===== src/obrb_pkg.sv =====
`timescale 1ns / 1ps
// ----------------------------------------------------------------------------
// obrb_pkg
// Shared sizes, operation codes and the offset reduction table for the
// overwriting byte ring buffer.
// ----------------------------------------------------------------------------
package obrb_pkg;

    localparam int DEPTH    = 64;
    localparam int ADDR_W   = $clog2(DEPTH);
    localparam int FILL_W   = $clog2(DEPTH + 1);
    localparam int DATA_W   = 8;
    localparam int OFF_W    = 8;
    localparam int OFF_N    = 1 << OFF_W;

    typedef enum logic [2:0] {
        FN_PUSH  = 3'd0,
        FN_POP   = 3'd1,
        FN_PEEK  = 3'd2,
        FN_ERASE = 3'd3,
        FN_FLUSH = 3'd4
    } t_func;

    localparam logic [DATA_W-1:0] EMPTY_BYTE = 8'hFF;

    typedef logic [ADDR_W-1:0] t_offtab [OFF_N];

    // offset reduced modulo DEPTH, built at elaboration
    function automatic t_offtab mk_offtab();
        t_offtab tab;
        for (int i = 0; i < OFF_N; i++) begin
            tab[i] = ADDR_W'(i % DEPTH);
        end
        return tab;
    endfunction

    localparam t_offtab OFF_MOD = mk_offtab();

endpackage


===== src/obrb_ram.sv =====
`timescale 1ns / 1ps
// ----------------------------------------------------------------------------
// obrb_ram
// Generic single-write, single-read RAM with a registered read port.
// ----------------------------------------------------------------------------
module obrb_ram #(
    parameter int WIDTH = 8,
    parameter int DEPTH = 64
) (
    input  logic                     i_clk,
    input  logic                     i_we,
    input  logic [$clog2(DEPTH)-1:0] i_waddr,
    input  logic [WIDTH-1:0]         i_wdata,
    input  logic                     i_re,
    input  logic [$clog2(DEPTH)-1:0] i_raddr,
    output logic [WIDTH-1:0]         o_rdata
);

    logic [WIDTH-1:0] r_mem [DEPTH];
    logic [WIDTH-1:0] r_rdata;

    always_ff @(posedge i_clk) begin
        if (i_we) begin
            r_mem[i_waddr] <= i_wdata;
        end
        if (i_re) begin
            r_rdata <= r_mem[i_raddr];
        end
    end

    assign o_rdata = r_rdata;

endmodule


===== src/overwriting_byte_ring_buffer.sv =====
`timescale 1ns / 1ps
// ----------------------------------------------------------------------------
// overwriting_byte_ring_buffer
// Byte FIFO over a circular RAM; push overwrites the oldest byte when full.
// ----------------------------------------------------------------------------
// Usage:
//   Request channel i_valid/o_ready carries i_func (push, pop, peek, erase,
//   flush), i_value, i_offset and i_clear. Every request yields exactly one
//   response on o_valid/i_ready with o_data, o_ok, o_fill, o_is_empty and
//   o_is_full, in request order.
//   Requests pass a read stage, then a response register. Throughput: one
//   request per cycle unless the receiver stalls. Pointers and fill live in
//   registers and update at accept; the byte store is a RAM with one write and
//   one read port, read at accept and consumed at the read stage hand-off, so
//   no access overlaps another. Per-entry valid bits stand in for the zeroed
//   store: flush with clear and reset drop them all, and an entry never written
//   reads as 0. Reset empties the buffer and the two-entry response pipe. When
//   the receiver stalls, the response register holds, one more response waits
//   in the read stage, and o_ready falls until the register drains.
// ----------------------------------------------------------------------------
module overwriting_byte_ring_buffer
    import obrb_pkg::*;
(
    input  logic              i_clk,
    input  logic              i_rst_n,
    input  logic              i_valid,
    output logic              o_ready,
    input  logic [2:0]        i_func,
    input  logic [DATA_W-1:0] i_value,
    input  logic [OFF_W-1:0]  i_offset,
    input  logic              i_clear,
    output logic              o_valid,
    input  logic              i_ready,
    output logic [DATA_W-1:0] o_data,
    output logic              o_ok,
    output logic [FILL_W-1:0] o_fill,
    output logic              o_is_empty,
    output logic              o_is_full
);

    typedef enum logic [1:0] {
        DS_ZERO,
        DS_ONES,
        DS_MEM
    } t_dsel;

    logic [ADDR_W-1:0] r_wp, n_wp;
    logic [ADDR_W-1:0] r_rp, n_rp;
    logic [FILL_W-1:0] r_fill, n_fill;
    logic [DEPTH-1:0]  r_vbits;

    logic              r_s1_valid;
    t_dsel             r_s1_sel, n_sel;
    logic              r_s1_mvld;
    logic              r_s1_ok, n_ok;

    logic              r_out_valid;
    logic [DATA_W-1:0] r_out_data;
    logic              r_out_ok;
    logic [FILL_W-1:0] r_out_fill;

    logic              in_acc;
    logic              adv;
    logic              we;
    logic              re;
    logic [ADDR_W-1:0] raddr;
    logic [ADDR_W-1:0] om;
    logic [ADDR_W:0]   psum;
    logic [ADDR_W-1:0] rp_off;
    logic [ADDR_W-1:0] rp_inc;
    logic [ADDR_W-1:0] wp_inc;
    logic [DATA_W-1:0] rdata;
    logic              is_full_now;
    logic              is_empty_now;

    assign adv     = !r_out_valid || i_ready;
    assign o_ready = !r_s1_valid || adv;
    assign in_acc  = i_valid && o_ready;

    assign om     = OFF_MOD[i_offset];
    assign psum   = {1'b0, r_rp} + {1'b0, om};
    assign rp_off = (psum >= (ADDR_W+1)'(DEPTH)) ? ADDR_W'(psum - (ADDR_W+1)'(DEPTH))
                                                 : psum[ADDR_W-1:0];
    assign rp_inc = (r_rp == ADDR_W'(DEPTH - 1)) ? '0 : r_rp + 1'b1;
    assign wp_inc = (r_wp == ADDR_W'(DEPTH - 1)) ? '0 : r_wp + 1'b1;

    assign is_full_now  = (r_fill == FILL_W'(DEPTH));
    assign is_empty_now = (r_fill == '0);

    always_comb begin
        n_wp   = r_wp;
        n_rp   = r_rp;
        n_fill = r_fill;
        n_sel  = DS_ZERO;
        n_ok   = 1'b1;
        we     = 1'b0;
        re     = 1'b0;
        raddr  = r_rp;
        case (t_func'(i_func))
            FN_PUSH: begin
                we   = in_acc;
                n_wp = wp_inc;
                if (is_full_now) begin
                    n_rp = rp_inc;
                end else begin
                    n_fill = r_fill + 1'b1;
                end
            end
            FN_POP: begin
                if (is_empty_now) begin
                    n_sel = DS_ONES;
                end else begin
                    n_sel  = DS_MEM;
                    re     = in_acc;
                    n_rp   = rp_inc;
                    n_fill = r_fill - 1'b1;
                end
            end
            FN_PEEK: begin
                raddr = rp_off;
                if (is_empty_now) begin
                    n_sel = DS_ONES;
                end else begin
                    n_sel = DS_MEM;
                    re    = in_acc;
                end
            end
            FN_ERASE: begin
                if ((OFF_W+FILL_W)'(r_fill) >= (OFF_W+FILL_W)'(i_offset)) begin
                    n_rp   = rp_off;
                    n_fill = r_fill - FILL_W'(i_offset);
                end else begin
                    n_ok = 1'b0;
                end
            end
            FN_FLUSH: begin
                n_wp   = '0;
                n_rp   = '0;
                n_fill = '0;
            end
            default: begin
            end
        endcase
    end

    obrb_ram #(
        .WIDTH (DATA_W),
        .DEPTH (DEPTH)
    ) u_ram (
        .i_clk   (i_clk),
        .i_we    (we),
        .i_waddr (r_wp),
        .i_wdata (i_value),
        .i_re    (re),
        .i_raddr (raddr),
        .o_rdata (rdata)
    );

    // pointer and fill state, updated at accept
    always_ff @(posedge i_clk) begin
        if (!i_rst_n) begin
            r_wp    <= '0;
            r_rp    <= '0;
            r_fill  <= '0;
            r_vbits <= '0;
        end else if (in_acc) begin
            r_wp   <= n_wp;
            r_rp   <= n_rp;
            r_fill <= n_fill;
            if (t_func'(i_func) == FN_FLUSH && i_clear) begin
                r_vbits <= '0;
            end else if (we) begin
                r_vbits[r_wp] <= 1'b1;
            end
        end
    end

    // read stage and response register
    always_ff @(posedge i_clk) begin
        if (!i_rst_n) begin
            r_s1_valid  <= 1'b0;
            r_out_valid <= 1'b0;
        end else begin
            if (in_acc) begin
                r_s1_valid <= 1'b1;
            end else if (adv) begin
                r_s1_valid <= 1'b0;
            end
            if (adv) begin
                r_out_valid <= r_s1_valid;
            end
        end
    end

    always_ff @(posedge i_clk) begin
        if (in_acc) begin
            r_s1_sel  <= n_sel;
            r_s1_mvld <= r_vbits[raddr];
            r_s1_ok   <= n_ok;
        end
        if (adv && r_s1_valid) begin
            r_out_ok   <= r_s1_ok;
            r_out_fill <= r_fill;
            case (r_s1_sel)
                DS_ONES: r_out_data <= EMPTY_BYTE;
                DS_MEM:  r_out_data <= r_s1_mvld ? rdata : '0;
                default: r_out_data <= '0;
            endcase
        end
    end

    // status comes from the live fill: the read stage holds the newest request,
    // so pointer state at its hand-off is the state after that request

    assign o_valid    = r_out_valid;
    assign o_data     = r_out_data;
    assign o_ok       = r_out_ok;
    assign o_fill     = r_out_fill;
    assign o_is_empty = (r_out_fill == '0);
    assign o_is_full  = (r_out_fill == FILL_W'(DEPTH));

    a_fill_range: assert property (@(posedge i_clk) disable iff (!i_rst_n)
        r_fill <= FILL_W'(DEPTH))
        else $error("fill count above depth");

    a_ptr_meet: assert property (@(posedge i_clk) disable iff (!i_rst_n)
        (r_fill == '0 || r_fill == FILL_W'(DEPTH)) |-> r_wp == r_rp)
        else $error("pointers apart while empty or full");

    a_acc_to_s1: assert property (@(posedge i_clk) disable iff (!i_rst_n)
        in_acc |=> r_s1_valid)
        else $error("accepted request lost before read stage");

    a_s1_hold: assert property (@(posedge i_clk) disable iff (!i_rst_n)
        (r_s1_valid && !adv) |=> (r_s1_valid && $stable(r_s1_sel) && !$past(in_acc)))
        else $error("stalled read stage changed");

    a_pop_mem: assert property (@(posedge i_clk) disable iff (!i_rst_n)
        (in_acc && re) |-> (r_fill != '0))
        else $error("RAM read issued on empty buffer");

endmodule

===== config.mk =====
export PLATFORM = sky130hd
export DESIGN_NAME = overwriting_byte_ring_buffer
export DESIGN_NICKNAME = d
export VERILOG_FILES = /design/src/obrb_pkg.sv /design/src/obrb_ram.sv /design/src/overwriting_byte_ring_buffer.sv
export SDC_FILE = /design/constraint.sdc
export NUM_CORES = 1
export LEC_CHECK = 0
export ABC_AREA = 1
export BUFFER_PORTS_ARGS = -buffer_cell sky130_fd_sc_hd__buf_2
export CAP_MARGIN = 20
export CORE_UTILIZATION = 50
export DETAILED_ROUTE_END_ITERATION = 10
export PLACE_DENSITY = 0.68
export SLEW_MARGIN = 15
export SYNTH_ARGS = -nofsm -noshare
export SYNTH_HDL_FRONTEND = slang
export SYNTH_SLANG_ARGS = --single-unit

===== constraint.sdc =====
create_clock -name i_clk -period 3.7 [get_ports i_clk]
set_clock_uncertainty 0.15 [all_clocks]
set_input_delay 0.37 -clock i_clk [delete_from_list [all_inputs] [get_ports i_clk]]
set_output_delay 0.37 -clock i_clk [all_outputs]
set_load 0.005 [all_outputs]

==> results of run 1 <==
==> what timing repair did <==
action | CTS | global route
hold buffers | 1 | 0
setup endpoints to repair | 0 | 0
endpoints found under the hold margin | 2 | 0
==> how the worst min path moves through the flow <==
stage	startpoint	to	slack, ps	cells past startpoint
floorplan	r_s1_ok$_SDFFCE_PN1P_	o_ok$_DFFE_PP_	250	0
global placement	r_s1_ok$_SDFFCE_PN1P_	o_ok$_DFFE_PP_	250	0
detailed placement	r_s1_ok$_SDFFCE_PN1P_	o_ok$_DFFE_PP_	260	0
CTS	i_rst_n	r_rp[4]$_SDFFE_PN0P_	3	3
global route	i_rst_n	r_rp[0]$_SDFFE_PN0P_	30	3
finish	i_rst_n	r_rp[0]$_SDFFE_PN0P_	30	3
==> worst max-delay path, cell delays in order (launching register included) <==
cell and delay, ps:
dfxtp_1 340, ha_1 220, fa_1 420, xnor2_1 240, nand2_1 120, o21ai_4 120
buf_4 530, nand3_1 190, nand3_1 190, nand3_1 180, nand3_1 170, nand2_1 70
==> through the flow <==
stage / worst slack, ps / utilization (%) / hold slack, ps / std cells
2_1_floorplan: 1040 / - / 250 / 2951
3_3_place_gp: 419 / 53.7 / 252 / 3701
3_5_place_dp: 370 / 53.8 / 257 / 3709
4_1_cts: 544 / 57.6 / 3.44 / 3825
5_1_grt: 349 / 57.8 / 29.3 / 3830
6_report: 488 / 57.8 / 33.0 / 3830
==> logic make-up (layout without fill, tap and decap cells) <==
group	after synthesis	after routing	share of synthesized area (%)
and+or+nand+nor	1501	1501	23.7
xor gates and xnor gates	8	8	0.247
AOI/OAI and AO/OA	123	123	2.36
DFF	625	625	63.1
buffers and inverters	670	801	9.46
adders and majority gates	24	24	1.11
==> registers in the layout (all words and copies together), names as in the netlist <==
signal         flops
r_s1_valid         1
r_vbits           64
r_fill             7
o_fill             7
u_ram.o_rdata      8
o_data             8
u_ram.r_mem      512
r_s1_sel           2
o_valid            1
r_rp               6
r_s1_ok            1
r_s1_mvld          1
r_wp               6
o_ok               1
==> power groups by stage <==
stage	logic, µW	registers, µW	clock network (µW)
4_1_cts	1640	7730	6560
6_report	1650	7730	6460
5_1_grt	1810	7730	6790
3_5_place_dp	1630	7870	0
3_3_place_gp	1610	7870	0
2_1_floorplan	1010	7860	0
==> layout make-up <==
class                           count  area (µm²)  share of cell area (%)
Clock buffer                       88        1880                    5.85
Sequential cell                   625       17900                    55.7
Inverter                          521        1960                    6.08
Multi-Input combinational cell   1656        7920                    24.6
Clock inverter                     27         210                   0.654
Timing Repair Buffer              165        1330                    4.13
Tap cell                          748         936                    2.91
==> metal layers <==
metal	vias up	wire length [µm]	share of wire (%)	GRT usage, %
met3	166	5910	7.6	4.70
met1	10200	33100	43	38.2
met5	-	14	0.018	0
met2	880	36100	47	43.8
met4	2	2500	3.2	10.4
li1	9882	-	-	-
==> Yosys cell counts <==
master	n
a211oi_1	3
a21boi_0	1
a21oi_1	92
a221oi_1	2
a31oi_1	1
buf_1	12
buf_2	70
buf_4	18
buf_6	2
clkbuf_1	47
clkinv_1	5
dfxtp_1	85
edfxtp_1	540
fa_1	2
ha_1	22
inv_1	511
inv_2	5
nand2_1	717
nand2_2	2
nand3_1	592
nand3_2	1
nand3b_1	42
nand4_1	13
nand4_4	1
nor2_1	54
nor2_2	1
nor3_1	70
nor3_2	3
nor3b_1	1
nor4_1	1
o21a_1	1
o21ai_0	11
o21ai_1	1
o21ai_2	7
o22ai_1	3
o32ai_1	1
or2_2	2
or4_1	1
xnor2_1	3
xor2_1	5
==> results.md, run 1 <==
- Run status: completed
- Pre-Repair DR Iteration Count: 6
- Syn_nets: around 3.0k
- Sw Pwr: ~4000 µW
- Hold Path Class: in -> reg
- CTS tree: yes
- Critical Path End: u_ram.o_rdata[7]$_DFFE_PP_
- Placed Area: approximately 30000 µm²
- R2r setup slk: 490 ps
- Worst Path Required: approximately 3900 ps
- Largest net degree at the start of global routing: a little over 100
- Commonest cells after routing, fill and taps aside: nand2_1 (715), nand3_1 (592), edfxtp_1 (540)
- Setup CP Type: reg -> reg
- NumNets Final: 3084
- Area of the core: approximately 56000 µm²
- Wirelength per Cell: 20.3 µm
- Sw frac: between 20% and 30%
- Clock Path Buffers: 3
- Die Area: 57700 µm²
- Yosys warnings: 0
- Post-route ant nets: 0
- Area growth from synthesis to layout: 13.3%
- Fin. max-slew vios: 0
- DRT iter0 DRCs: 2327
- Cell taking the most area after synthesis: edfxtp_1
- Worst-path clk slew: approximately 60 ps
- Total I/O pin count: 44
- H-tree levels: 3
- Fin crit period: between 3000 and 4000 ps
- Logic pwr share: roughly a tenth
- Post-synthesis average cell area: between 9 and 10 µm²
- Int Pwr: 11900 µW
- Fin Setup TNS: 0 ps
- R2r endpoint: u_ram.o_rdata[7]$_DFFE_PP_
- Reg power frac: 48.8%
- Detailed-route wire length: 77.6 mm
- Seq/Total Area, Yosys: 63.1%
- GR Overflow Total: 0
- Post-CTS Resized: 0
- Initial Utilization: 51.0%
- Crit path capture type: flop
- Mapped Cells: ~3k
- Worst slew margin: between 20% and 30%
- Fillers: ~4.7k
- Final Hold Viols: 0
- IO Port Bufs: between 40 and 50
- Total power: between 15000 and 20000 µW
- Arr. time, crit path: ~3400 ps
- Worst Tran Pin Value: 1050 ps
- CTS buffer count: between 60 and 70
- First-pass GRT wire length: between 100 and 150 mm
- Post-DR vias/cell: between 5 and 6
- Pwr Density: 493 nW/µm²
- Crit Path Max Fanout: 50
- Initial antenna violation count: 1
- Root buffer selected by CTS: clkbuf_16
- Commonest non-fill, non-tap cell in the layout: nand2_1
- Final Instance Area: 32100 µm²
- Area share of the largest cell type after synthesis: ~57%
- Worst skew pair latency: ~600 ps
- Fmax achieved: between 300 and 400 MHz
- Vias in the first global route: approximately 20k
- Die height: around 240 µm
- RSZ-0062 raised after global routing: no
- Sink Count: between 600 and 700
- Dominant cells by area after synthesis: edfxtp_1 (57%), nand3_1 (10%), nand2_1 (9.5%), inv_1 (6.8%), dfxtp_1 (6.0%)
- Die Width: between 200 and 250 µm
- Total of max-cap violations: 0
- Post-CTS setup repair buffer count: 0
- Post-Syn Area: between 20000 and 30000 µm²
- Post-route DRC violation count: 0
- Lkg Pwr: 0.0132 µW
- Clock share of power: roughly 41%
- Reg2reg start: r_rp[0]$_SDFFE_PN0P_
- GP Congestion: just over 0.9
- Worst R2R Path Depth: 11
- GRT Util Overall: approximately 28%
- CP Launch Point: r_rp[0]$_SDFFE_PN0P_
- Critical Path Start Type: flop
- Rows: 86
- #FFs+latches synth: ~630
- Number of antenna diodes: 0
- Max VDD drop: approximately 0.37 mV
- Final setup viols: 0
- Via count: approximately 21k
- DP Wirelength: roughly 47 mm
- Period utilization: approximately 87%
- Netlist cell types: 40
- Layout cells sized above 1: about a tenth
Note: power is estimated with default switching activity, not from simulation.
==> run 2, diff against run 1 <==
--- a/config.mk
+++ b/config.mk
@@ -5,7 +5,6 @@
 export SDC_FILE = /design/constraint.sdc
 export NUM_CORES = 1
 export LEC_CHECK = 0
-export ABC_AREA = 1
 export BUFFER_PORTS_ARGS = -buffer_cell sky130_fd_sc_hd__buf_2
 export CAP_MARGIN = 20
 export CORE_UTILIZATION = 50
==> results.md, run 2 <==
- Most frequent cell after synthesis: nand2_1
- CTS buffer count: 61 (-9.0%)
- Post-route DRC violation count: 0 (unchanged)
- Commonest cells in the synthesized netlist: nand2_1 (542), edfxtp_1 (540), nand3_1 (273)
- Max reg flops: 512 (unchanged)
- Largest family of logic cells by synthesized area: simple AND/OR/NAND/NOR gates
- Largest Register: u_ram.r_mem
- Area of the core: 51600 µm² (-7.2%)
- Die Area: 53400 µm² (-7.5%)
- Async S/R FF share, synth: 0% (unchanged)
- Final setup viols: 0 (unchanged)
- Sink Count: 625 (unchanged)
- Post-synthesis average cell area: 11.6 µm² (+20%)
- Worst skew pair latency: 630 ps (+30 ps)
- Worst Tran Pin Value: 1100 ps (+51.6 ps)
- Via count: 18.2k (-13%)
- Die Width: 231 µm (-3.8%)
- H-tree levels: 2 (-1)
- Yosys warnings: 0 (unchanged)
- Post-synth EDFFs: 540 (unchanged)
- RSZ-0062 raised after global routing: no
- Worst Path Required: 4050 ps (+150 ps)
- Lkg Pwr: 0.0106 µW (-20%)
- Post-DR vias/cell: 5.92 (+7.6%)
- Seq/Total Area, Yosys: 68.3% (+5.1 points)
- IO Port Bufs: 43 (unchanged)
- Final Hold Viols: 0 (unchanged)
- Xor-xnor portion of the synthesized cell area: 0.401% (+0.15 points)
- CP peak stage delay: 430 ps (-100 ps)
- Post-Syn Area: 26200 µm² (-7.5%)
- Setup CP Type: reg -> reg
- Worst-path clk slew: 70 ps (about the same)
- Fmax achieved: 284 MHz (-8.6%)
- Clock Path Buffers: 3 (unchanged)
- Arr. time, crit path: 3870 ps (+460 ps)
- Crit path capture type: flop
- Compound-cell area share of the yosys netlist: 7.55% (+5.2 points)
- DRT iter0 DRCs: 2169 (-6.8%)
- NumNets Final: 2395 (-22%)
- Simple-Gate Fraction of Synth Area: 18.3% (-5.4 points)
- Total I/O pin count: 44 (unchanged)
- Fin. max-slew vios: 0 (unchanged)
- GP Congestion: 0.860 (-6.3%)
- Syn_nets: 2314 (-23%)
- Rows: 83 (-3.5%)
- Number of antenna diodes: 0 (unchanged)
- Synth Area in Adders: 1.20% (+0.091 points)
- Hold Path Class: in -> reg
- Detailed-route wire length: 67.8 mm (-13%)
- Final hold slack: 53.0 ps (+20.0 ps)
- Final non-filler cell total: 3079 (-20%)
- Ys flop type: edfxtp_1
- Post-route ant nets: 0 (unchanged)
- Crit path cell chain: ha_1 > fa_1 > xor2_1 > nand2_1 > nand2_1 > nor2_2 > buf_12 > and3_1 > a31oi_1 > buf_4 > a31oi_1 > a22o_1
- Cell taking the most area after synthesis: edfxtp_1
- Fillers: 4106 (-13%)
- Final core area utilization: 57.7% (-0.074 points)
- Root buffer selected by CTS: clkbuf_16
- Fin crit period: 3520 ps (+304 ps)
- Commonest non-fill, non-tap cell in the layout: nand2_1
- Wirelength per Cell: 22.0 µm (+8.7%)
- Die height: 231 µm (-3.8%)
- Vias in the first global route: 17.7k (-14%)
- Initial antenna violation count: 0 (-1)
- GR Overflow Total: 0 (unchanged)
- Post-synthesis mux area share: 1.13% (+1.1 points)
- Critical Path Start Type: flop
- Area growth from synthesis to layout: 13.5%
- Initial Utilization: 50.8% (-0.17 points)
- Max VDD drop: 0.393 mV (+6.1%)
- Critical-path top delay cell: nor2_2
- Dominant cells by area after synthesis: edfxtp_1 (62%), nand2_1 (7.8%), dfxtp_1 (6.5%), nand3_1 (5.2%), a21oi_1 (2.9%)
- Biggest regs: u_ram.r_mem (512), r_vbits (64)
- Mapped Cells: 2266 (-23%)
- DP Wirelength: 43.0 mm (-9.1%)
- Run status: completed
- First-pass GRT wire length: 104 mm (-14%)
- Commonest cells after routing, fill and taps aside: nand2_1 (542), edfxtp_1 (540), nand3_1 (273)
- Worst slew margin: 25.8% (-3.5 points)
- GRT Util Overall: 25.5% (-2.1 points)
- Post-CTS setup repair buffer count: 0 (unchanged)
- CTS tree: yes
- Inst Count DP: 2961 (-20%)
- Crit Path Max Fanout: 19 (-62%)
- Total of max-cap violations: 0 (unchanged)
- Area share of the largest cell type after synthesis: 61.8% (+4.7 points)
- #FFs+latches synth: 625 (unchanged)
- Layout cells sized above 1: 11.9% (+2.4 points)
- Pre-Repair DR Iteration Count: 6 (unchanged)
- Netlist cell types: 65 (+63%)
- Total power: 15400 µW (-2.6%)
- Pwr Density: 518 nW/µm² (+5.2%)
- Period utilization: 95.0% (+8.2 points)
- Largest net degree at the start of global routing: 81 (-21%)
run 2: cell types whose count changed after synthesis, sizes merged, moves of 33 or more:
cell,change
a21oi,+59
nor2,+119
inv,-502
nand2,-177
and3,+36
a22oi,+39
a31oi,+33
nand3b,-40
nand3,-320
nor3,-63
run 2: path summary, 6_finish.rpt:
kind | from | slack (ps) | end | depth (start not counted)
worst max register to register | r_rp[0]$_SDFFE_PN0P_ | 180 | u_ram.o_rdata[7]$_DFFE_PP_ | 12
worst min register to register | r_s1_ok$_SDFFCE_PN1P_ | 270 | o_ok$_DFFE_PP_ | 0
worst min-delay path | i_func[2] | 50 | r_fill[6]$_SDFFE_PN0P_ | 3
worst max-delay path | r_rp[0]$_SDFFE_PN0P_ | 180 | u_ram.o_rdata[7]$_DFFE_PP_ | 12
run 2: through the flow:
step | TNS (ps) | area [µm²] | setup slack, ps
floorplan | 0 | 26200 | 727
global placement | -148 | 27700 | -78.0
detailed placement | -259 | 27700 | -134
CTS | 0 | 29800 | 64.7
global route | 0 | 29800 | 109
finish | 0 | 29800 | 184
run 2: worst max-delay path: cells and delay by family, from the launching register on:
kind | cells | cell delay (ps)
xor+xnor | 1 | 210
fa+ha+maj | 2 | 610
simple gates | 4 | 1020
flops | 1 | 310
buf+inv | 2 | 410
compound gates | 3 | 650
run 2: area by class of cell:
type                    instances  area (µm²)  area share [%]
clock buffers                  77        1660            5.57
clock inverters                38         354            1.19
inverters                      14        52.6           0.176
multi-input cells            1479        7550            25.4
flip-flops and latches        625       17900            60.2
well taps                     680         851            2.86
repair buffers                166        1400            4.69
run 2: routing by layer:
metal	part of all wire, %	up-vias	track usage, %	wire length, µm
met2	48	815	42.7	32800
met3	7.4	137	3.99	5040
met4	3.0	0	8.84	2010
met1	41	8939	34.0	27900
met5	0	-	0	0
li1	-	8347	-	-
run 2: kinds of logic after synthesis:
| kind of cell | after synthesis |
|---|---|
| and+or+nand+nor | 1104 |
| DFF | 625 |
| AOI/OAI and AO/OA | 315 |
| buffers and inverters | 162 |
| muxes | 24 |
| adders and majority gates | 24 |
| xor gates and xnor gates | 12 |
run 2: report_power, final:
part	internal [µW]	switching, µW
logic	498	1000
registers	7680	22.8
clock network	3590	2640
run 2: what timing repair did:
action                     in CTS  in global routing
setup endpoints to repair       0                  2
resized for setup               0                  1
hold endpoints to repair        2                  0
hold buffers                    3                  0
